## config.mk

```make
export PLATFORM = sky130hd
export DESIGN_NAME = texel_format_to_rgba32_top_flat
export DESIGN_NICKNAME = d
export VERILOG_FILES = /design/src/tfr_pkg.sv /design/src/tfr_if.sv /design/src/tfr_front.sv /design/src/tfr_fifo.sv /design/src/tfr_back.sv /design/src/texel_format_to_rgba32_top.sv /design/src/flat_wrapper.sv
export SDC_FILE = /design/constraint.sdc
export NUM_CORES = 1
export LEC_CHECK = 0
export BUFFER_PORTS_ARGS = -buffer_cell sky130_fd_sc_hd__buf_2
export CAP_MARGIN = 20
export CORE_MARGIN = 2
export CORE_UTILIZATION = 37
export DETAILED_ROUTE_END_ITERATION = 16
export PLACE_DENSITY = 0.55
export RECOVER_POWER = 25
export SLEW_MARGIN = 25
export SYNTH_ARGS = -nofsm -noshare
export SYNTH_HDL_FRONTEND = slang
export SYNTH_SLANG_ARGS = --single-unit
export TNS_END_PERCENT = 50
```

## constraint.sdc

```tcl
create_clock -name clk -period 6.96 [get_ports clk]
set_input_delay 0 -clock clk [delete_from_list [all_inputs] [get_ports clk]]
set_output_delay 0 -clock clk [all_outputs]
set_load 0.1 [all_outputs]
```

## src/tfr_pkg.sv

```systemverilog
`timescale 1ns / 1ps
// ----------------------------------------------------------------------------
// tfr_pkg: shared types and constants of the texel format converter
// Source format codes, the queue entry that links the front and back parts,
// and the field expansion tables.
// ----------------------------------------------------------------------------
package tfr_pkg;

	typedef enum logic [2:0] {
		FMT_RGBA32 = 3'd0,
		FMT_RGBA16 = 3'd1,
		FMT_IA1    = 3'd2,
		FMT_IA4    = 3'd3,
		FMT_IA8    = 3'd4,
		FMT_IA16   = 3'd5,
		FMT_I4     = 3'd6,
		FMT_I8     = 3'd7
	} fmt_t;

	// Depth of the queue between front and back.
	localparam int unsigned QDepth  = 2;
	localparam int unsigned QPtrW   = (QDepth > 1) ? $clog2(QDepth) : 1;
	localparam int unsigned QCountW = $clog2(QDepth + 1);

	// One assembled texel word ready for expansion.
	typedef struct packed {
		logic [31:0] word;
		fmt_t        fmt;
	} job_t;

	typedef struct packed {
		logic               full;
		logic               empty;
		logic [QCountW-1:0] count;
	} q_stat_t;

	typedef struct packed {
		logic [7:0] red;
		logic [7:0] green;
		logic [7:0] blue;
		logic [7:0] alpha;
		logic       last_of_run;
	} pixel_t;

	// floor(v * 255 / 31)
	localparam logic [7:0] Exp5 [32] = '{
		8'd0,   8'd8,   8'd16,  8'd24,  8'd32,  8'd41,  8'd49,  8'd57,
		8'd65,  8'd74,  8'd82,  8'd90,  8'd98,  8'd106, 8'd115, 8'd123,
		8'd131, 8'd139, 8'd148, 8'd156, 8'd164, 8'd172, 8'd180, 8'd189,
		8'd197, 8'd205, 8'd213, 8'd222, 8'd230, 8'd238, 8'd246, 8'd255
	};

	// floor(v * 255 / 7)
	localparam logic [7:0] Exp3 [8] = '{
		8'd0, 8'd36, 8'd72, 8'd109, 8'd145, 8'd182, 8'd218, 8'd255
	};

	// Index of the final pixel that one queue entry expands to.
	function automatic logic [2:0] last_index(input fmt_t fmt);
		logic [2:0] r;
		unique case (fmt)
			FMT_IA1:         r = 3'd7;
			FMT_IA4, FMT_I4: r = 3'd1;
			default:         r = 3'd0;
		endcase
		return r;
	endfunction

endpackage

```

## src/tfr_if.sv

```systemverilog
`timescale 1ns / 1ps
// ----------------------------------------------------------------------------
// tfr_if: channel interfaces of the texel format converter
// Byte input channel, pixel output channel and format register write channel.
// ----------------------------------------------------------------------------
interface tfr_byte_if;
	logic       valid;
	logic       ready;
	logic [7:0] data_byte;
	logic       last_byte;

	modport source (output valid, data_byte, last_byte, input ready);
	modport sink   (input valid, data_byte, last_byte, output ready);
endinterface

interface tfr_pixel_if;
	logic       valid;
	logic       ready;
	logic [7:0] red;
	logic [7:0] green;
	logic [7:0] blue;
	logic [7:0] alpha;
	logic       last_of_run;

	modport source (output valid, red, green, blue, alpha, last_of_run, input ready);
	modport sink   (input valid, red, green, blue, alpha, last_of_run, output ready);
endinterface

interface tfr_cfg_if;
	logic       valid;
	logic       ready;
	logic [2:0] source_format;

	modport source (output valid, source_format, input ready);
	modport sink   (input valid, source_format, output ready);
endinterface

```

## src/tfr_front.sv

```systemverilog
`timescale 1ns / 1ps
// ----------------------------------------------------------------------------
// tfr_front: byte intake and texel assembly
// Holds the format register, gathers the bytes of multi-byte texels and
// pushes one queue entry per byte that yields at least one pixel.
// ----------------------------------------------------------------------------
module tfr_front (
	input  logic             clk,
	input  logic             arst_n,
	tfr_byte_if.sink         in_ch,
	tfr_cfg_if.sink          cfg,
	input  tfr_pkg::q_stat_t q_stat,
	output logic             q_push,
	output tfr_pkg::job_t    q_job
);

	tfr_pkg::fmt_t fmt_q;
	logic [23:0]   held_q;
	logic [1:0]    phase_q;
	logic          accept;
	logic          emit;
	logic [23:0]   held_d;
	logic [1:0]    phase_d;

	assign cfg.ready   = 1'b1;
	assign in_ch.ready = !q_stat.full;
	assign accept      = in_ch.valid && in_ch.ready;

	always_comb begin
		emit       = 1'b1;
		held_d     = held_q;
		phase_d    = phase_q;
		q_job.fmt  = fmt_q;
		q_job.word = {24'd0, in_ch.data_byte};
		unique case (fmt_q)
			tfr_pkg::FMT_RGBA32: begin
				if (phase_q == 2'd3) begin
					q_job.word = {held_q, in_ch.data_byte};
					held_d     = '0;
					phase_d    = '0;
				end else begin
					emit    = 1'b0;
					held_d  = {held_q[15:0], in_ch.data_byte};
					phase_d = phase_q + 2'd1;
				end
			end
			tfr_pkg::FMT_RGBA16, tfr_pkg::FMT_IA16: begin
				if (phase_q != 2'd0) begin
					q_job.word = {16'd0, held_q[7:0], in_ch.data_byte};
					held_d     = '0;
					phase_d    = '0;
				end else begin
					emit    = 1'b0;
					held_d  = {16'd0, in_ch.data_byte};
					phase_d = 2'd1;
				end
			end
			default: begin
			end
		endcase
		if (in_ch.last_byte) begin
			held_d  = '0;
			phase_d = '0;
		end
	end

	assign q_push = accept && emit;

	always_ff @(posedge clk or negedge arst_n) begin
		if (!arst_n) begin
			fmt_q   <= tfr_pkg::FMT_RGBA32;
			held_q  <= '0;
			phase_q <= '0;
		end else if (cfg.valid && cfg.ready) begin
			fmt_q   <= tfr_pkg::fmt_t'(cfg.source_format);
			held_q  <= '0;
			phase_q <= '0;
		end else if (accept) begin
			held_q  <= held_d;
			phase_q <= phase_d;
		end
	end

endmodule

```

## src/tfr_fifo.sv

```systemverilog
`timescale 1ns / 1ps
// ----------------------------------------------------------------------------
// tfr_fifo: short queue between the front and back parts
// A small register queue of assembled texel words with count-based status.
// ----------------------------------------------------------------------------
module tfr_fifo (
	input  logic              clk,
	input  logic              arst_n,
	input  logic              push,
	input  tfr_pkg::job_t     push_job,
	input  logic              pop,
	output tfr_pkg::job_t     head_job,
	output tfr_pkg::q_stat_t  stat
);

	tfr_pkg::job_t                   mem_q [tfr_pkg::QDepth];
	logic [tfr_pkg::QPtrW-1:0]       wr_ptr_q;
	logic [tfr_pkg::QPtrW-1:0]       rd_ptr_q;
	logic [tfr_pkg::QCountW-1:0]     count_q;

	localparam logic [tfr_pkg::QPtrW-1:0]   PtrLast = tfr_pkg::QPtrW'(tfr_pkg::QDepth - 1);
	localparam logic [tfr_pkg::QCountW-1:0] CntFull = tfr_pkg::QCountW'(tfr_pkg::QDepth);

	assign stat.count = count_q;
	assign stat.full  = (count_q == CntFull);
	assign stat.empty = (count_q == '0);
	assign head_job   = mem_q[rd_ptr_q];

	always_ff @(posedge clk) begin
		if (push) begin
			mem_q[wr_ptr_q] <= push_job;
		end
	end

	always_ff @(posedge clk or negedge arst_n) begin
		if (!arst_n) begin
			wr_ptr_q <= '0;
			rd_ptr_q <= '0;
			count_q  <= '0;
		end else begin
			if (push) begin
				wr_ptr_q <= (wr_ptr_q == PtrLast) ? '0 : wr_ptr_q + 1'b1;
			end
			if (pop) begin
				rd_ptr_q <= (rd_ptr_q == PtrLast) ? '0 : rd_ptr_q + 1'b1;
			end
			if (push && !pop) begin
				count_q <= count_q + 1'b1;
			end else if (pop && !push) begin
				count_q <= count_q - 1'b1;
			end
		end
	end

endmodule

```

## src/tfr_back.sv

```systemverilog
`timescale 1ns / 1ps
// ----------------------------------------------------------------------------
// tfr_back: pixel expansion and output register
// Walks the pixels of the head entry, one per cycle unless the output stalls,
// expands each field to eight bits and holds the pixel in the output register.
// ----------------------------------------------------------------------------
module tfr_back (
	input  logic             clk,
	input  logic             arst_n,
	input  tfr_pkg::job_t    head_job,
	input  tfr_pkg::q_stat_t q_stat,
	output logic             q_pop,
	tfr_pixel_if.source      out_ch
);

	logic [2:0]      idx_q;
	logic            out_valid_q;
	tfr_pkg::pixel_t pix_q;
	tfr_pkg::pixel_t pix_d;
	logic            advance;
	logic            take;
	logic            at_last;
	logic [3:0]      nib;
	logic [7:0]      w8;
	logic [15:0]     w16;
	logic [7:0]      inten;
	logic [7:0]      alpha;

	assign advance = !out_valid_q || out_ch.ready;
	assign take    = advance && !q_stat.empty;
	assign at_last = (idx_q == tfr_pkg::last_index(head_job.fmt));
	assign q_pop   = take && at_last;

	assign w8  = head_job.word[7:0];
	assign w16 = head_job.word[15:0];
	// First pixel of a byte comes from the high nibble.
	assign nib = (idx_q[0] == 1'b0) ? w8[7:4] : w8[3:0];

	always_comb begin
		inten = w8;
		alpha = 8'hFF;
		pix_d.last_of_run = at_last;
		unique case (head_job.fmt)
			tfr_pkg::FMT_RGBA32: begin
				inten = head_job.word[31:24];
				alpha = head_job.word[7:0];
			end
			tfr_pkg::FMT_RGBA16: begin
				inten = tfr_pkg::Exp5[w16[15:11]];
				alpha = {8{w16[0]}};
			end
			tfr_pkg::FMT_IA1: begin
				inten = {8{w8[3'd7 - idx_q]}};
				alpha = {8{w8[3'd7 - idx_q]}};
			end
			tfr_pkg::FMT_IA4: begin
				inten = tfr_pkg::Exp3[nib[3:1]];
				alpha = {8{nib[0]}};
			end
			tfr_pkg::FMT_IA8: begin
				inten = {w8[7:4], w8[7:4]};
				alpha = {w8[3:0], w8[3:0]};
			end
			tfr_pkg::FMT_IA16: begin
				inten = w16[15:8];
				alpha = w16[7:0];
			end
			tfr_pkg::FMT_I4: begin
				inten = {nib, nib};
			end
			tfr_pkg::FMT_I8: begin
				inten = w8;
			end
			default: begin
			end
		endcase
		pix_d.red   = inten;
		pix_d.green = inten;
		pix_d.blue  = inten;
		pix_d.alpha = alpha;
		// The two color formats carry distinct green and blue fields.
		if (head_job.fmt == tfr_pkg::FMT_RGBA32) begin
			pix_d.green = head_job.word[23:16];
			pix_d.blue  = head_job.word[15:8];
		end else if (head_job.fmt == tfr_pkg::FMT_RGBA16) begin
			pix_d.green = tfr_pkg::Exp5[w16[10:6]];
			pix_d.blue  = tfr_pkg::Exp5[w16[5:1]];
		end
	end

	always_ff @(posedge clk) begin
		if (take) begin
			pix_q <= pix_d;
		end
	end

	always_ff @(posedge clk or negedge arst_n) begin
		if (!arst_n) begin
			idx_q       <= '0;
			out_valid_q <= 1'b0;
		end else if (take) begin
			out_valid_q <= 1'b1;
			idx_q       <= at_last ? 3'd0 : idx_q + 3'd1;
		end else if (advance) begin
			out_valid_q <= 1'b0;
		end
	end

	assign out_ch.valid       = out_valid_q;
	assign out_ch.red         = pix_q.red;
	assign out_ch.green       = pix_q.green;
	assign out_ch.blue        = pix_q.blue;
	assign out_ch.alpha       = pix_q.alpha;
	assign out_ch.last_of_run = pix_q.last_of_run;

endmodule

```

## src/texel_format_to_rgba32_top.sv

```systemverilog
`timescale 1ns / 1ps
// ----------------------------------------------------------------------------
// texel_format_to_rgba32_top: packed texel stream to RGBA8888 converter
// Top level joining the byte intake, the entry queue and the pixel expander.
// ----------------------------------------------------------------------------
// The block takes one texture byte per beat and turns the stream into 8-bit
// RGBA pixels according to the source format register: rgba32 needs four
// bytes per pixel, rgba16 and ia16 two, ia8 and i8 one, ia4 and i4 yield two
// pixels per byte and ia1 eight. A byte is taken in every cycle while the
// two-entry queue between intake and expander has room, and the expander
// issues one pixel per cycle while the output side is not stalled, so the
// sustained rate is one byte per cycle for formats of at most one pixel per
// byte, and for ia4, i4 and ia1 the expander's single output port sets it.
// The byte that completes a pixel is registered in the queue, and the pixel
// then in the output register. last_of_run marks the final pixel caused by
// one byte. Writing the format register discards any partially assembled
// pixel; write it only while the block is idle.
module texel_format_to_rgba32_top (
	input  logic        clk,
	input  logic        arst_n,
	tfr_byte_if.sink    in_ch,
	tfr_cfg_if.sink     cfg,
	tfr_pixel_if.source out_ch
);

	tfr_pkg::q_stat_t q_stat;
	tfr_pkg::job_t    push_job;
	tfr_pkg::job_t    head_job;
	logic             q_push;
	logic             q_pop;

	// The front part assembles whole texels and hands them over as entries.
	tfr_front u_front (
		.clk    (clk),
		.arst_n (arst_n),
		.in_ch  (in_ch),
		.cfg    (cfg),
		.q_stat (q_stat),
		.q_push (q_push),
		.q_job  (push_job)
	);

	// The queue lets intake continue while the expander works through ia1.
	tfr_fifo u_fifo (
		.clk      (clk),
		.arst_n   (arst_n),
		.push     (q_push),
		.push_job (push_job),
		.pop      (q_pop),
		.head_job (head_job),
		.stat     (q_stat)
	);

	// The back part expands the head entry pixel by pixel.
	tfr_back u_back (
		.clk      (clk),
		.arst_n   (arst_n),
		.head_job (head_job),
		.q_stat   (q_stat),
		.q_pop    (q_pop),
		.out_ch   (out_ch)
	);

	// The intake must never push into a full queue.
	a_no_overflow: assert property (@(posedge clk) disable iff (!arst_n)
		!(q_push && q_stat.full))
		else $error("queue push while full");

	// The expander must never retire an entry that is not there.
	a_no_underflow: assert property (@(posedge clk) disable iff (!arst_n)
		!(q_pop && q_stat.empty))
		else $error("queue pop while empty");

	// The occupancy rises by one after a push without a pop in the previous cycle.
	a_count_track: assert property (@(posedge clk) disable iff (!arst_n)
		(q_push && !q_pop) |=> (q_stat.count == $past(q_stat.count) + 1'b1))
		else $error("queue count did not follow a push");

endmodule

```

## src/flat_wrapper.sv

```systemverilog
// flat-port wrapper written by rule: the top's interface ports become plain ports
module texel_format_to_rgba32_top_flat 
  (clk, arst_n, in_ch_valid, in_ch_data_byte, in_ch_last_byte, in_ch_ready, cfg_valid, cfg_source_format, cfg_ready, out_ch_valid, out_ch_red, out_ch_green, out_ch_blue, out_ch_alpha, out_ch_last_of_run, out_ch_ready);
  tfr_byte_if in_ch_i ();
  tfr_cfg_if cfg_i ();
  tfr_pixel_if out_ch_i ();
  input  logic clk;
  input  logic arst_n;
  input wire logic [$bits(in_ch_i.valid)-1:0] in_ch_valid;
  input wire logic [$bits(in_ch_i.data_byte)-1:0] in_ch_data_byte;
  input wire logic [$bits(in_ch_i.last_byte)-1:0] in_ch_last_byte;
  output wire logic [$bits(in_ch_i.ready)-1:0] in_ch_ready;
  input wire logic [$bits(cfg_i.valid)-1:0] cfg_valid;
  input wire logic [$bits(cfg_i.source_format)-1:0] cfg_source_format;
  output wire logic [$bits(cfg_i.ready)-1:0] cfg_ready;
  output wire logic [$bits(out_ch_i.valid)-1:0] out_ch_valid;
  output wire logic [$bits(out_ch_i.red)-1:0] out_ch_red;
  output wire logic [$bits(out_ch_i.green)-1:0] out_ch_green;
  output wire logic [$bits(out_ch_i.blue)-1:0] out_ch_blue;
  output wire logic [$bits(out_ch_i.alpha)-1:0] out_ch_alpha;
  output wire logic [$bits(out_ch_i.last_of_run)-1:0] out_ch_last_of_run;
  input wire logic [$bits(out_ch_i.ready)-1:0] out_ch_ready;
  assign in_ch_i.valid = in_ch_valid;
  assign in_ch_i.data_byte = in_ch_data_byte;
  assign in_ch_i.last_byte = in_ch_last_byte;
  assign in_ch_ready = in_ch_i.ready;
  assign cfg_i.valid = cfg_valid;
  assign cfg_i.source_format = cfg_source_format;
  assign cfg_ready = cfg_i.ready;
  assign out_ch_valid = out_ch_i.valid;
  assign out_ch_red = out_ch_i.red;
  assign out_ch_green = out_ch_i.green;
  assign out_ch_blue = out_ch_i.blue;
  assign out_ch_alpha = out_ch_i.alpha;
  assign out_ch_last_of_run = out_ch_i.last_of_run;
  assign out_ch_i.ready = out_ch_ready;
  texel_format_to_rgba32_top u_core (.clk(clk), .arst_n(arst_n), .in_ch(in_ch_i), .cfg(cfg_i), .out_ch(out_ch_i));
endmodule
```

# Yosys cells after proc, flatten, opt, wreduce, memory -nomap -nowiden
# Memories as Yosys holds them, arrays and structs flattened.
# Index checks and enable logic that the tools add are counted.
[word_totals] register_bits=70 ram_bits=70 rom_bits=832 inputBits=17 out_inout_bits=36 mem_count=5
[op_classes] addsub=7 order_cmp=5 eq_ne=12 n_mux=43 bitwise_logic=4 n_reduce_logical=24
[memory_table] name="(no name shown)" depth=32 width=8 read_ports=1 rd_ports_with_merged_regs=0 write_ports=0 line_no="tfr_back.sv:87" text="pix_d.blue = tfr_pkg::Exp5[w16[5:1]];"
[memory_table] name="(no name shown)" depth=32 width=8 read_ports=1 rd_ports_with_merged_regs=0 write_ports=0 line_no="tfr_back.sv:86" text="pix_d.green = tfr_pkg::Exp5[w16[10:6]];"
[memory_table] name="(no name shown)" depth=32 width=8 read_ports=1 rd_ports_with_merged_regs=0 write_ports=0 line_no="tfr_back.sv:49" text="inten = tfr_pkg::Exp5[w16[15:11]];"
[memory_table] name="u_core.u_fifo.mem_q" depth=2 width=35 read_ports=1 rd_ports_with_merged_regs=0 write_ports=1 line_no="tfr_fifo.sv:16" text="tfr_pkg::job_t mem_q [tfr_pkg::QDepth];"
[memory_table] name="(no name shown)" depth=8 width=8 read_ports=1 rd_ports_with_merged_regs=0 write_ports=0 line_no="tfr_back.sv:57" text="inten = tfr_pkg::Exp3[nib[3:1]];"
[op_table] operator="$mux W24" count=4
[op_table] operator="$mux W8" count=9
[op_table] operator="$pmux W32 S2" count=1
[op_table] operator="$pmux W8 S8" count=1
[op_table] operator="$mux W16" count=3
[op_table] operator="$pmux W24 S2" count=1
[op_table] operator="$pmux W8 S5" count=1
[op_table] operator="$mux W32" count=1
[op_table] operator="$ge A6 B6 Y1 const B" count=3
[op_table] operator="$not A5 Y6" count=3
[op_table] operator="$eq A3 B3 Y1 const B" count=5
[op_table] operator="$mux W2" count=6
[op_table] operator="$mux W1" count=10
[op_table] operator="$reduce_bool A2 Y1" count=4
[op_table] operator="$eq A3 B1 Y1 const B" count=2
[op_table] operator="$eq A3 B2 Y1 const B" count=2
[op_table] operator="$logic_and A1 B1 Y1" count=6
[op_table] operator="$logic_not A3 Y1" count=2
[op_table] operator="$pmux W3 S2" count=1
[op_table] operator="$reduce_or A2 Y1" count=3
[op_table] operator="$logic_not A1 Y1" count=5
[op_table] operator="$add A2 B1 Y2 const B" count=2
[op_table] operator="$eq A2 B2 Y1 const B" count=2
[op_table] operator="$ge A4 B4 Y1 const B" count=1
[op_table] operator="other kinds (16)" count=17

# Depth between registers and ports, before layout
# Gate-level depths: netlist of run 1.
# An unclocked memory read counts as a cell.
[depth] ltp_word=9 mapped_depth=11

# Modules after synthesis
# A second synthesis of run 1 with hierarchy kept.
[hier_totals] cells_unflattened=579 area_unflattened_um2=7123.1
[modules_own_cells] mod="tfr_fifo" n_inst=1 cells_each=125 area_each_um2=2862.7
[modules_own_cells] mod="tfr_back" n_inst=1 cells_each=289 area_each_um2=2576.2
[modules_own_cells] mod="tfr_front" n_inst=1 cells_each=165 area_each_um2=1684.1

# Worst setup path before layout of run 1
# No wires, ideal clock.
[synth_timing] path_type="register to register" startpoint="register u_core.u_fifo.count_q[0] (netlist name)" endpoint="memory u_core.u_fifo.mem_q[0][0] (netlist name), enable pin" setup_time_ps=431 arrival_ps=3167 slack_ps=3362 stages_incl_launch_ff=4 path_buffers=0 path_cell_list="dfrtp_1 -> nand2b_1 -> o211a_1 -> nor2b_1"
[synth_via] elab_chain_cells=6
[synth_rtl] item="from (decl)" line_no="tfr_fifo.sv:19" text="logic [tfr_pkg::QCountW-1:0] count_q;"
[synth_rtl] item="from (signal assigned)" line_no="tfr_fifo.sv:48" text="count_q <= count_q + 1'b1;"
[synth_rtl] item="from (signal assigned)" line_no="tfr_fifo.sv:50" text="count_q <= count_q - 1'b1;"
[synth_rtl] item="$eq A2 B2 Y1" line_no="tfr_fifo.sv:25" text="assign stat.full = (count_q == CntFull);"
[synth_rtl] item="$logic_not A1 Y1" line_no="tfr_front.sv:26" text="assign in_ch.ready = !q_stat.full;"
[synth_rtl] item="via in_ch_ready" line_no="flat_wrapper.sv:12" text="output wire logic [$bits(in_ch_i.ready)-1:0] in_ch_ready;"
[synth_rtl] item="$logic_and A1 B1 Y1" line_no="tfr_front.sv:27" text="assign accept = in_ch.valid && in_ch.ready;"
[synth_rtl] item="$logic_and A1 B1 Y1" line_no="tfr_front.sv:67" text="assign q_push = accept && emit;"
[synth_rtl] item="via u_core.q_push" line_no="texel_format_to_rgba32_top.sv:29" text="logic q_push;"
[synth_rtl] item="$mux W1" line_no="tfr_fifo.sv:30" text="if (push) begin"
[synth_rtl] item="$mux W1 (implied by the code)" line_no="tfr_fifo.sv:31" text="mem_q[wr_ptr_q] <= push_job;"
[synth_rtl] item="to (decl)" line_no="tfr_fifo.sv:16"
# The timed path passes the listed nets, and every way through them passes these cells.

# Worst setup path in the final report of run 1
[layout_timing] startpoint="register u_core.u_fifo.rd_ptr_q" endpoint="register u_core.u_fifo.count_q[1] (netlist name)"
[layout_via] elab_chain_cells=9
[layout_rtl] item="from (decl)" line_no="tfr_fifo.sv:18" text="logic [tfr_pkg::QPtrW-1:0] rd_ptr_q;"
[layout_rtl] item="from (signal assigned)" line_no="tfr_fifo.sv:45" text="rd_ptr_q <= (rd_ptr_q == PtrLast) ? '0 : rd_ptr_q + 1'b1;"
[layout_rtl] item="$mem_v2 Z2 W35 (*)"
[layout_rtl] item="$eq A3 B3 Y1 / $eq A3 B2 Y1 (equally long branches)" line_no="tfr_pkg.sv:61" text="unique case (fmt)"
[layout_rtl] item="$reduce_or A2 Y1" line_no="tfr_pkg.sv:61"
[layout_rtl] item="$pmux W3 S2 (*)" line_no="tfr_pkg.sv:61"
[layout_rtl] item="$eq A3 B3 Y1 (*)" line_no="tfr_back.sv:31" text="assign at_last = (idx_q == tfr_pkg::last_index(head_job.fmt));"
[layout_rtl] item="via u_core.u_back.at_last" line_no="tfr_back.sv:22" text="logic at_last;"
[layout_rtl] item="$logic_and A1 B1 Y1 (*)" line_no="tfr_back.sv:32" text="assign q_pop = take && at_last;"
[layout_rtl] item="$logic_not A1 Y1" line_no="tfr_fifo.sv:47" text="if (push && !pop) begin"
[layout_rtl] item="$logic_and A1 B1 Y1" line_no="tfr_fifo.sv:47"
[layout_rtl] item="$mux W2 / $reduce_bool A2 Y1 (equally long branches)"
# The timed path passes the listed nets; every way through them passes the cells marked *.
# A chain may end at the register's enable or synchronous reset.

==> impl_metrics.yaml, run 1 <==
outcome:
  outcome: "complete, but fails checks"
  violated_checks: "max-capacitance violations, max-slew violations"
clock_network:
  clkLatencyLatePin_ns: 0.43
  clock_tree_from_tritoncts: "done"
  cts.root.buffer_cell: "clkbuf_16"
  cts.sinks: 140
  postCtsSetupRepairBufs: 0
  cts-root-to-sink-buffers: 2
  htree_num_levels: 4
  cts_buffers: 17
  cts.clk_slew.worst_paths_ns: 0.06
  cts_hold_buffers_added: 19
  cts-resized-gates: 0
die:
  num_rows: 50
  floorplan.die.height_um: 140.8
  num_io_pins: 53
  design.core.area_sq_um: 18520
  die_w_um: 140.8
  initial_utilization: 0.3740
  floorplan.die_area_sq_um: 19830
global_route:
  grt_first_pass_wirelength_um: 27340
  first_global_vias: 4899
  grt_max_degree: 79
  antenna_violations_before_repair: 0
  grt.overflow.total: 0
  grt.total_usage: 0.1827
worst_setup_path:
  cp_data_required_time_ns: 7.31
  critical_path_peak_fanout: 24
  crit_slowest_cell: "mux2i_1"
  cp_num_buf_inv: 0
  arrival_ns: 3.46
  critPathKind: "reg -> reg"
  crit_chain: "mux2i_1 > xnor2_1 > a2bb2oi_1 > o32ai_2 > nand2_1 > ha_1 > xor2_1 > nor2_1 > xor2_1"
  cp_common_cell: "xor2_1"
  critical_path.max_stage_delay_ns: 0.82
  startpoint_type: "register"
  setup.worst_path.end_class: "register"
  cpLargestDelayFamily: "multiplexers"
sta:
  timing.final.max_slew_violations: 38
  setup_violations: 0
  maxClockFrequency_ghz: 0.3216
  finalHoldViolCount: 0
  worst-slew-pin-transition_ns: 2.083
  maxSlewHeadroom: -0.3886
  clock_skew_ns: 0.01034
  setup-tns-final_ns: 0
  layout_min_cycle_time_ns: 3.109
  setup_repair_after_global_routing_missed_its_margin: "false"
  hold_slack_ns: 0.06632
  layout_worst_path_cycle_share: 0.4467
place:
  hpwlAfterDp_um: 12450
  gp_congestion: 0.8981
  post_dp_cell_area_sq_um: 7347
  placed_cells_incl_taps: 848
  port_buffers: 51
detailed_routing:
  met1Wirelength_um: 7971
  post_route_antenna_net_violation_count: 0
  detailedRoute.firstIterationViolations: 435
  avgViaCountPerCell: 5.525
  drt_drc_violations_left: 0
  wl_met3_um: 806
  wirelength_um: 17480
  drt-pass1-iter-count: 6
  wl_met2_um: 8244
  route.vias.total: 4978
  top_layer_used: "met4"
  route.detailed.wl_per_inst_um: 19.40
synth:
  post_synth_instance_area_sq_um: 6925
  flops_latches_synth: 140
  ys_warn_count: 0
  synthesis.instances: 593
  count_of_flip_flops_with_a_built_in_enable_after_synthesis: 103
  synthesis.nets: 616
  avgSynthCellArea_sq_um: 11.68
  post_synth_num_cell_types: 65
  synth_ff_type: "edfxtp_1"
  synth_sequential_area_ratio: 0.5803
  synth_async_sr_flop_share: 0.2643
finish:
  instances_no_fill: 901
  n_antenna_cell: 0
  nets: 677
  layout.cell_area.non_filler_sq_um: 8154
  layout-drive-gt1-share: 0.1544
  syn_to_final_growth_pct: 17.74
flow_run:
  maxCapViolCount: 1
worst_hold_path:
  holdCritPathClass: "in -> reg"
-- metrics by stage --
stage | worst slack [ns] | utilization
floorplan | 3.362 | -
global placement | 3.327 | 0.3968
detailed placement | 3.173 | 0.3968
CTS | 3.142 | 0.4390
global route | 3.568 | 0.4403
finish | 3.851 | 0.4403
-- per-layer routing --
metal,vias up,track usage
met4,0,0.08368
li1,2338,-
met2,159,0.2891
met1,2447,0.2409
met5,-,0
met3,34,0.04110
-- final cells by class --
class                           instances  area [sq um]
Fill cell                            1717         10360
Sequential cell                       140          4023
Multi-Input combinational cell        410          2720
Timing Repair Buffer                   75         489.2
Clock buffer                           20         467.9
Tap cell                              234         292.8
Clock inverter                         12         123.9
Inverter                               10         37.54
-- cell usage after synthesis (2+ instances only) --
library cell | count | area [sq um]
ha_1 | 6 | 75.07
and2_1 | 25 | 156.4
mux4_2 | 5 | 112.6
clkbuf_1 | 19 | 71.32
a31oi_1 | 4 | 25.02
o32ai_1 | 2 | 17.52
o211ai_1 | 7 | 52.55
nand2_1 | 96 | 360.4
o22ai_1 | 8 | 50.05
xnor2_1 | 3 | 26.28
dfrtp_1 | 37 | 925.9
nand4_1 | 2 | 12.51
buf_4 | 5 | 37.54
nand3_1 | 12 | 60.06
nor3_1 | 7 | 35.03
nand2b_1 | 6 | 37.54
nand3b_1 | 4 | 30.03
buf_2 | 4 | 20.02
a21o_1 | 2 | 15.01
nor4_1 | 3 | 18.77
a32oi_1 | 7 | 61.31
buf_6 | 5 | 56.30
o21a_1 | 2 | 15.01
o21ai_1 | 2 | 10.01
or2_2 | 3 | 18.77
a22oi_1 | 5 | 37.54
o221ai_1 | 5 | 43.79
a21oi_1 | 16 | 80.08
a211oi_1 | 3 | 22.52
mux2_2 | 17 | 191.4
nor2_1 | 21 | 78.83
mux2i_1 | 36 | 360.4
o21ai_0 | 63 | 315.3
inv_1 | 10 | 37.54
edfxtp_1 | 103 | 3093
nor2b_1 | 7 | 43.79
xor2_1 | 3 | 26.28
-- state kept, by name (all words and copies together) (netlist names) --
register	cells
u_core.u_fifo.mem_q	70
u_core.u_front.held_q	24
u_core.u_back.out_ch.alpha	8
u_core.u_back.out_ch.blue	8
u_core.u_back.out_ch.green	8
u_core.u_back.out_ch.red	8
u_core.u_back.idx_q	3
u_core.u_front.fmt_q	3
u_core.u_fifo.count_q	2
u_core.u_front.phase_q	2
u_core.u_back.out_ch.last_of_run	1
u_core.u_back.out_ch.valid	1
u_core.u_fifo.rd_ptr_q	1
u_core.u_fifo.wr_ptr_q	1
-- worst register-to-register path: stages, from the launching register on --
cell and delay (ns):
dfrtp_4 0.64, mux2i_1 0.83, xnor2_1 0.19, a2bb2oi_1 0.18, o32ai_2 0.38, nand2_1 0.16, ha_1 0.26, xor2_1 0.14
nor2_1 0.11, xor2_1 0.16
-- layout by cell type, fill, tap and decap left out, drive strengths merged, types with 7 or more instances in the layout --
cell	netlist	final
mux2	18	18
nand3	12	12
mux2i	36	36
dlygate4sd3	0	19
clkbuf	19	47
nand2	96	96
edfxtp	103	103
nor2	21	21
buf	14	29
a21oi	16	16
nor2b	7	7
nor3	8	8
a32oi	7	7
inv	10	17
o211ai	7	7
o21ai	66	66
and2	25	25
o22ai	8	8
dfrtp	37	37
-- cells by family after synthesis --
kind of cell / share of synthesized area
AO/OA/AOI/OAI: 0.1407
buffers and inverters: 0.03216
adder cells (fa/ha/maj): 0.01084
multiplexers: 0.09810
AND/OR/NAND/NOR: 0.1297
other: 0.0005415
flip-flops: 0.5803
XOR/XNOR: 0.007589
-- final timing paths --
path	startpoint	endpoint	slack, ns	depth (start not counted)
min in group asynchronous	arst_n	u_core.u_front.fmt_q[1]$_DFFE_PN0P_	0.72	2
worst min-delay path	in_ch_valid	u_core.u_fifo.wr_ptr_q$_DFFE_PN0P_	0.07	3
worst max-delay path	u_core.u_fifo.rd_ptr_q$_DFFE_PN0P_	u_core.u_fifo.count_q[1]$_DFFE_PN0P_	3.85	9
max in group asynchronous	arst_n	u_core.u_fifo.rd_ptr_q$_DFFE_PN0P_	4.78	2
worst max register to register	u_core.u_fifo.rd_ptr_q$_DFFE_PN0P_	u_core.u_fifo.count_q[1]$_DFFE_PN0P_	3.85	9
worst min register to register	u_core.u_front.held_q[23]$_DFFE_PN0P_	u_core.u_front.held_q[23]$_DFFE_PN0P_	0.48	2
Power of run 1 is not shown: default switching activity piles up to over one toggle a cycle in this logic, so the estimate is an artifact.
==> run 2, diff against run 1 <==
--- a/config.mk
+++ b/config.mk
@@ -5,12 +5,13 @@
 export SDC_FILE = /design/constraint.sdc
 export NUM_CORES = 1
 export LEC_CHECK = 0
+export ABC_AREA = 1
 export BUFFER_PORTS_ARGS = -buffer_cell sky130_fd_sc_hd__buf_2
 export CAP_MARGIN = 20
 export CORE_MARGIN = 2
 export CORE_UTILIZATION = 37
 export DETAILED_ROUTE_END_ITERATION = 16
-export PLACE_DENSITY = 0.55
+export PLACE_DENSITY = 0.57
 export RECOVER_POWER = 25
 export SLEW_MARGIN = 25
 export SYNTH_ARGS = -nofsm -noshare
==> constraint.sdc (replaced) <==
create_clock -name clk -period 2.7 [get_ports clk]
set_input_delay 0 -clock clk [delete_from_list [all_inputs] [get_ports clk]]
set_output_delay 0 -clock clk [all_outputs]
set_load 0.1 [all_outputs]
==> run 2 against run 1 <==
  * The run still ends with max-capacitance violations, max-slew violations left
  * Die area decreased by 2.0%
  * Clock-buffer cell count is the same
  * Flip-flop and latch count unchanged
  * Maximum frequency is 28% higher
  * Cell count is 15% higher
  * Sequential share of layout area grew 0.28 points
  * First-iteration DRC count is 28% higher
  * Core utilization rose by 1.1 points
  * Worst hold slack lost 0.038 ns
  * Register-to-register slack worse by 3.6 ns
  * Non-clock buffer count up 12
  * Worst setup slack got worse by 3.6 ns
  * Largest cell class unchanged
==> impl_metrics.yaml, run 2 <==
global_route:
  first_global_vias: 4906
  grt.total_usage: 0.1767
  grt_max_degree: 40
  grt_first_pass_wirelength_um: 26450
  grt.overflow.total: 0
  antenna_violations_before_repair: 0
finish:
  layout_common_cells: "nand2_1, edfxtp_1, inv_1, nor2_1, nand3_1"
  layout.cell_area.non_filler_sq_um: 8100
  layout-drive-gt1-share: 0.1448
  n_antenna_cell: 0
  layout.cells.most_common: "nand2_1"
  max_flop_register: "u_core.u_fifo.mem_q"
  syn_to_final_growth_pct: 19.45
  largest_reg_flops: 70
  instances_no_fill: 1037
  nets: 818
  biggestRegsByFlops: "u_core.u_fifo.mem_q: 70 flops, u_core.u_front.held_q: 24 flops"
synth:
  flops_latches_synth: 140
  synth_async_sr_flop_share: 0.2643
  synthesis.instances: 709
  count_of_flip_flops_with_a_built_in_enable_after_synthesis: 103
  yosys-top-cells-area: "edfxtp_1, dfrtp_1, nand2_1, nand3_1, nor2_1"
  post_synth_num_cell_types: 47
  synth_common_cells: "nand2_1, edfxtp_1, nor2_1"
  synthesis.nets: 732
  ys_warn_count: 0
  yosysTopAreaCell: "edfxtp_1"
  post_synth_instance_area_sq_um: 6782
  synth_ff_type: "edfxtp_1"
  avgSynthCellArea_sq_um: 9.565
  synth_sequential_area_ratio: 0.5926
  netlist.area_leader.share: 0.4561
  top_count_cell_post_synth: "nand2_1"
worst_setup_path:
  setup.worst_path.end_class: "register"
  cp_common_cell: "nand2_1"
  crit_path_end: "u_core.u_back.out_ch.blue[1]$_DFFE_PP_"
  cp_data_required_time_ns: 2.88
  critical_path.max_stage_delay_ns: 0.58
  cp_num_buf_inv: 2
  cpLargestDelayFamily: "simple AND/OR/NAND/NOR gates"
  critPathKind: "reg -> reg"
  critical_path.reg2reg.endpoint: "u_core.u_back.out_ch.blue[1]$_DFFE_PP_"
  arrival_ns: 2.62
  regToRegSetupSlack_ns: 0.26
  cp_num_cells: 12
  startpoint_type: "register"
  critical_path_peak_fanout: 9
  timing.reg2reg.worst_path_depth: 12
  worst_r2r_startpoint: "u_core.u_back.idx_q[0]$_DFFE_PN0P_"
  critPathLaunch: "u_core.u_back.idx_q[0]$_DFFE_PN0P_"
  crit_chain: "clkinv_1 > nand3_1 > nand2_1 > inv_1 > ha_1 > nor2_1 > nand2_1 > nand4_1 > nor2_1 > nand3_2 > nand2_1 > a21oi_1"
  crit_slowest_cell: "dfrtp_1"
sta:
  clock_skew_ns: 0.008340
  maxClockFrequency_ghz: 0.4103
  layout_worst_path_cycle_share: 0.9027
  timing.final.max_slew_violations: 38
  worst-slew-pin-transition_ns: 2.058
  finalHoldViolCount: 0
  maxSlewHeadroom: -0.3720
  setup-tns-final_ns: 0
  fin_ws_ns: 0.2628
  setup_repair_after_global_routing_missed_its_margin: "false"
  setup_violations: 0
  layout_min_cycle_time_ns: 2.437
clock_network:
  cts.root.buffer_cell: "clkbuf_16"
  cts-resized-gates: 0
  cts-root-to-sink-buffers: 2
  postCtsSetupRepairBufs: 0
  htree_num_levels: 4
  cts.clk_slew.worst_paths_ns: 0.06
  clkLatencyLatePin_ns: 0.43
  cts.sinks: 140
  clock_tree_from_tritoncts: "done"
  cts_buffers: 17
  cts_hold_buffers_added: 17
detailed_routing:
  drt-pass1-iter-count: 5
  drt_drc_violations_left: 0
  route.detailed.wl_per_inst_um: 15.83
  wirelength_um: 16410
  detailedRoute.firstIterationViolations: 556
  route.vias.total: 5074
  post_route_antenna_net_violation_count: 0
  avgViaCountPerCell: 4.893
place:
  post_dp_cell_area_sq_um: 7405
  gp_congestion: 0.9392
  port_buffers: 51
  placed_cells_incl_taps: 988
  placement.setup.worst_slack_ns: 0.2732
  hpwlAfterDp_um: 11960
die:
  die_w_um: 139.4
  initial_utilization: 0.3775
  floorplan.die_area_sq_um: 19430
  design.core.area_sq_um: 17960
  num_rows: 49
  num_io_pins: 53
  floorplan.die.height_um: 139.4
flow_run:
  maxCapViolCount: 1
worst_hold_path:
  holdCritPathClass: "in -> reg"
  whs_path_depth: 4
outcome:
  violated_checks: "max-capacitance violations, max-slew violations"
  outcome: "complete, but fails checks"
[run 2: cell types whose count changed after synthesis, sizes merged, moves of 16 or more]
cell / delta
nand2: +87
inv: +71
nor2: +64
nand3: +55
mux2i: -33
and2: -24
o21ai: -24
mux2: -16
[run 2: metal layers]
metal | vias up | part of all wire | GRT usage
li1 | 2552 | - | -
met2 | 138 | 0.45 | 0.2639
met1 | 2351 | 0.47 | 0.2422
met5 | - | 0 | 0
met4 | 0 | 0.030 | 0.07815
met3 | 33 | 0.048 | 0.04749
[run 2: layout make-up]
type | count | area [sq um]
clock inverter | 12 | 123.9
tap | 229 | 286.5
timing repair buffer | 87 | 583.1
inverter | 85 | 324.1
fill | 1756 | 9863
clock buffer | 20 | 436.7
sequential | 140 | 4019
multi-input combinational | 464 | 2327
[run 2: worst min path at each step]
| stage | slack, ns | from | to |
|---|---|---|---|
| 4_1_cts | 0.02 | cfg_valid | u_core.u_front.phase_q[1]$_DFFE_PN0P_ |
| 2_1_floorplan | -0.30 | arst_n | u_core.u_back.idx_q[0]$_DFFE_PN0P_ |
| 5_1_grt | 0.06 | out_ch_ready | u_core.u_back.out_ch.valid$_DFFE_PN0P_ |
| 3_5_place_dp | 0.17 | arst_n | u_core.u_front.fmt_q[2]$_DFFE_PN0P_ |
| 3_3_place_gp | 0.18 | arst_n | u_core.u_front.fmt_q[2]$_DFFE_PN0P_ |
| 6_report | 0.03 | cfg_valid | u_core.u_front.phase_q[1]$_DFFE_PN0P_ |
[run 2: tightest hold or removal path, stage by stage]
cell and delay (ns):
buf_2 0.15, nor2_1 0.09, nand4_1 0.08, o21ai_0 0.08
[run 2: cells by family after synthesis]
group | share of synthesized area
AOI/OAI and AO/OA | 0.09077
DFF | 0.5926
xor gates and xnor gates | 0.006457
other | 0.0005530
buffers and inverters | 0.06734
adders and majority gates | 0.01107
and+or+nand+nor | 0.2234
muxes | 0.007749
[run 2: through the flow]
step                      utilization  hold WS [ns]
after floorplan                     -       -0.2956
after CTS                      0.4529       0.02389
final                          0.4509       0.02860
after global placement         0.4122        0.1752
after detailed placement       0.4122        0.1698
after global routing           0.4509       0.06191
Power of run 2 is left out for the same reason.
==> run 3, diff against run 2 <==
--- a/config.mk
+++ b/config.mk
@@ -5,13 +5,14 @@
 export SDC_FILE = /design/constraint.sdc
 export NUM_CORES = 1
 export LEC_CHECK = 0
-export ABC_AREA = 1
 export BUFFER_PORTS_ARGS = -buffer_cell sky130_fd_sc_hd__buf_2
 export CAP_MARGIN = 20
 export CORE_MARGIN = 2
 export CORE_UTILIZATION = 37
+export CTS_CLUSTER_DIAMETER = 80
 export DETAILED_ROUTE_END_ITERATION = 16
-export PLACE_DENSITY = 0.57
+export HOLD_SLACK_MARGIN = 0.12
+export PLACE_DENSITY = 0.56
 export RECOVER_POWER = 25
 export SLEW_MARGIN = 25
 export SYNTH_ARGS = -nofsm -noshare
==> run 3 against run 2 <==
  * Die area rose by 2.1%
  * Highest routed layer unchanged
  * Sequential share of layout area shrank 2.0 points
  * Design area up 4.2%
  * Largest cell class unchanged
  * The flow still finishes with violations (max-capacitance violations, max-slew violations)
  * First-iteration DRC count decreased by 32%
==> impl_metrics.yaml, run 3 (synthesis gave the netlist of run 1 again) <==
finish:
  biggestRegsByFlops: "u_core.u_fifo.mem_q: 70 flops, u_core.u_front.held_q: 24 flops"
  n_antenna_cell: 0
  layout.cells.most_common: "edfxtp_1"
  largest_reg_flops: 70
  layout-drive-gt1-share: 0.1920
  filler_cell_count: 1699
  layout_common_cells: "edfxtp_1, nand2_1, o21ai_0"
  max_flop_register: "u_core.u_fifo.mem_q"
  nets: 713
  syn_to_final_growth_pct: 21.93
sta:
  setup_violations: 0
  finalHoldViolCount: 0
  maxSlewHeadroom: -0.3456
  layout_min_cycle_time_ns: 2.641
  maxClockFrequency_ghz: 0.3787
  setup_repair_after_global_routing_missed_its_margin: "false"
  clock_skew_ns: 0.007704
  worst-slew-pin-transition_ns: 2.018
  fin_ws_ns: 0.05921
  layout_worst_path_cycle_share: 0.9781
  timing.final.max_slew_violations: 38
global_route:
  grt_max_degree: 53
  antenna_violations_before_repair: 0
  first_global_vias: 5023
  grt_first_pass_wirelength_um: 27850
  grt.overflow.total: 0
  grt.total_usage: 0.1854
place:
  gp_congestion: 0.9448
  port_buffers: 51
  placement.setup.worst_slack_ns: 0.1574
  hpwlAfterDp_um: 12910
flow_run:
  maxCapViolCount: 1
power:
  power_internal_mw: 5.969
  vdd.ir_drop.worst_v: 0.0004420
  switching_share: 0.4757
  static_leakage_power_nw: 3.188
  power_per_cell_area_nw_per_um2: 1348
  power_frac_comb: 0.495
  p_switching_mw: 5.416
  clock_power_share: 0.210
  seq_power_share: 0.295
  p_total_mw: 11.38
worst_setup_path:
  startpoint_type: "register"
  regToRegSetupSlack_ns: 0.06
  arrival_ns: 2.79
  critPathKind: "reg -> reg"
  setup.worst_path.end_class: "register"
  cp_data_required_time_ns: 2.85
  critical_path_peak_fanout: 14
die:
  floorplan.die.height_um: 140.8
  design.core.area_sq_um: 18520
  floorplan.die_area_sq_um: 19830
  initial_utilization: 0.3740
  die_w_um: 140.8
  num_rows: 50
  num_io_pins: 53
detailed_routing:
  post_route_antenna_net_violation_count: 0
  avgViaCountPerCell: 5.397
  wirelength_um: 17710
  drt_drc_violations_left: 0
  drt-pass1-iter-count: 5
  route.detailed.wl_per_inst_um: 18.90
  route.vias.total: 5057
  detailedRoute.firstIterationViolations: 378
clock_network:
  htree_num_levels: 4
  cts_buffers: 17
  clkLatencyLatePin_ns: 0.42
  clock_tree_from_tritoncts: "done"
  cts.clk_slew.worst_paths_ns: 0.06
  cts.sinks: 140
  cts.root.buffer_cell: "clkbuf_16"
  cts-root-to-sink-buffers: 2
worst_hold_path:
  holdCritPathClass: "in -> reg"
outcome:
  outcome: "complete, but fails checks"
  violated_checks: "max-capacitance violations, max-slew violations"
-- run 3: cell types whose count changed in the layout (fill, tap and decap cells not counted), sizes merged, moves of 8 or more --
| cell | before | now |
|---|---|---|
| o21ai | 42 | 66 |
| nand3 | 67 | 12 |
| and2 | 1 | 25 |
| a21oi | 31 | 16 |
| mux2i | 3 | 36 |
| clkinv | 10 | 2 |
| inv | 82 | 18 |
| buf | 42 | 64 |
| nand2 | 183 | 96 |
| mux2 | 2 | 18 |
| nor2 | 85 | 21 |
-- run 3: cell type report --
| cell class | instances | area, sq um | share of cell area |
|---|---|---|---|
| Clock buffer | 18 | 429.2 | 0.05082 |
| Clock inverter | 14 | 177.7 | 0.02104 |
| Inverter | 10 | 37.54 | 0.004445 |
| Multi-Input combinational cell | 410 | 2713 | 0.3212 |
| Sequential cell | 140 | 4023 | 0.4764 |
| Tap cell | 234 | 292.8 | 0.03467 |
| Timing Repair Buffer | 111 | 772.0 | 0.09142 |
-- run 3: metal layers --
metal,vias up,GRT usage,part of all wire
met1,2489,0.2474,0.46
met3,31,0.03804,0.035
met2,127,0.2965,0.47
met5,-,0,0
li1,2410,-,-
met4,0,0.07684,0.029
-- run 3: final timing paths --
check,startpoint,end,cells after the start
worst max-delay path,u_core.u_fifo.rd_ptr_q$_DFFE_PN0P_,u_core.u_back.out_ch.blue[5]$_DFFE_PP_,8
worst min-delay path,out_ch_ready,u_core.u_back.out_ch.valid$_DFFE_PN0P_,4
worst max register to register,u_core.u_fifo.rd_ptr_q$_DFFE_PN0P_,u_core.u_back.out_ch.blue[5]$_DFFE_PP_,8
worst min register to register,u_core.u_front.held_q[16]$_DFFE_PN0P_,u_core.u_front.held_q[16]$_DFFE_PN0P_,2
max in group asynchronous,arst_n,u_core.u_fifo.rd_ptr_q$_DFFE_PN0P_,2
min in group asynchronous,arst_n,u_core.u_front.phase_q[0]$_DFFE_PN0P_,2
-- run 3: metrics by stage --
stage	hold slack (ns)	instance area, sq um	instances	util	TNS, ns
after floorplan	-0.2956	6934	593	-	-5.132
after global placement	0.1359	7641	881	0.4126	0
after detailed placement	0.1536	7641	881	0.4126	0
after CTS	0.2382	8448	933	0.4562	0
after global routing	0.4059	8444	937	0.4560	0
final	0.3766	8444	937	0.4560	0
-- run 3: repair_timing --
| action | CTS | global route |
|---|---|---|
| hold buffers | 20 | 0 |
| hold endpoints to repair | 77 | 0 |
| setup buffers | 0 | 4 |
| resized for setup | 0 | 0 |
| setup endpoints to repair | 0 | 5 |
-- run 3: critical path, stage by stage, from the launching register on --
cell	delay, ns
dfrtp_4	0.57
buf_4	0.17
mux2i_1	0.28
buf_4	0.24
o21ai_0	0.21
a32oi_1	0.39
o21ai_2	0.14
o21ai_1	0.23
o221ai_1	0.15
-- run 3: power by group through the flow --
stage	clock network (mW)	registers, mW	logic, mW
global route	2.53	3.41	5.96
CTS	2.44	3.36	5.61
finish	2.39	3.36	5.63
detailed placement	0	3.40	5.56
floorplan	0	5.25	2.44
global placement	0	3.39	5.55
Power figures use the tool's default switching activity.
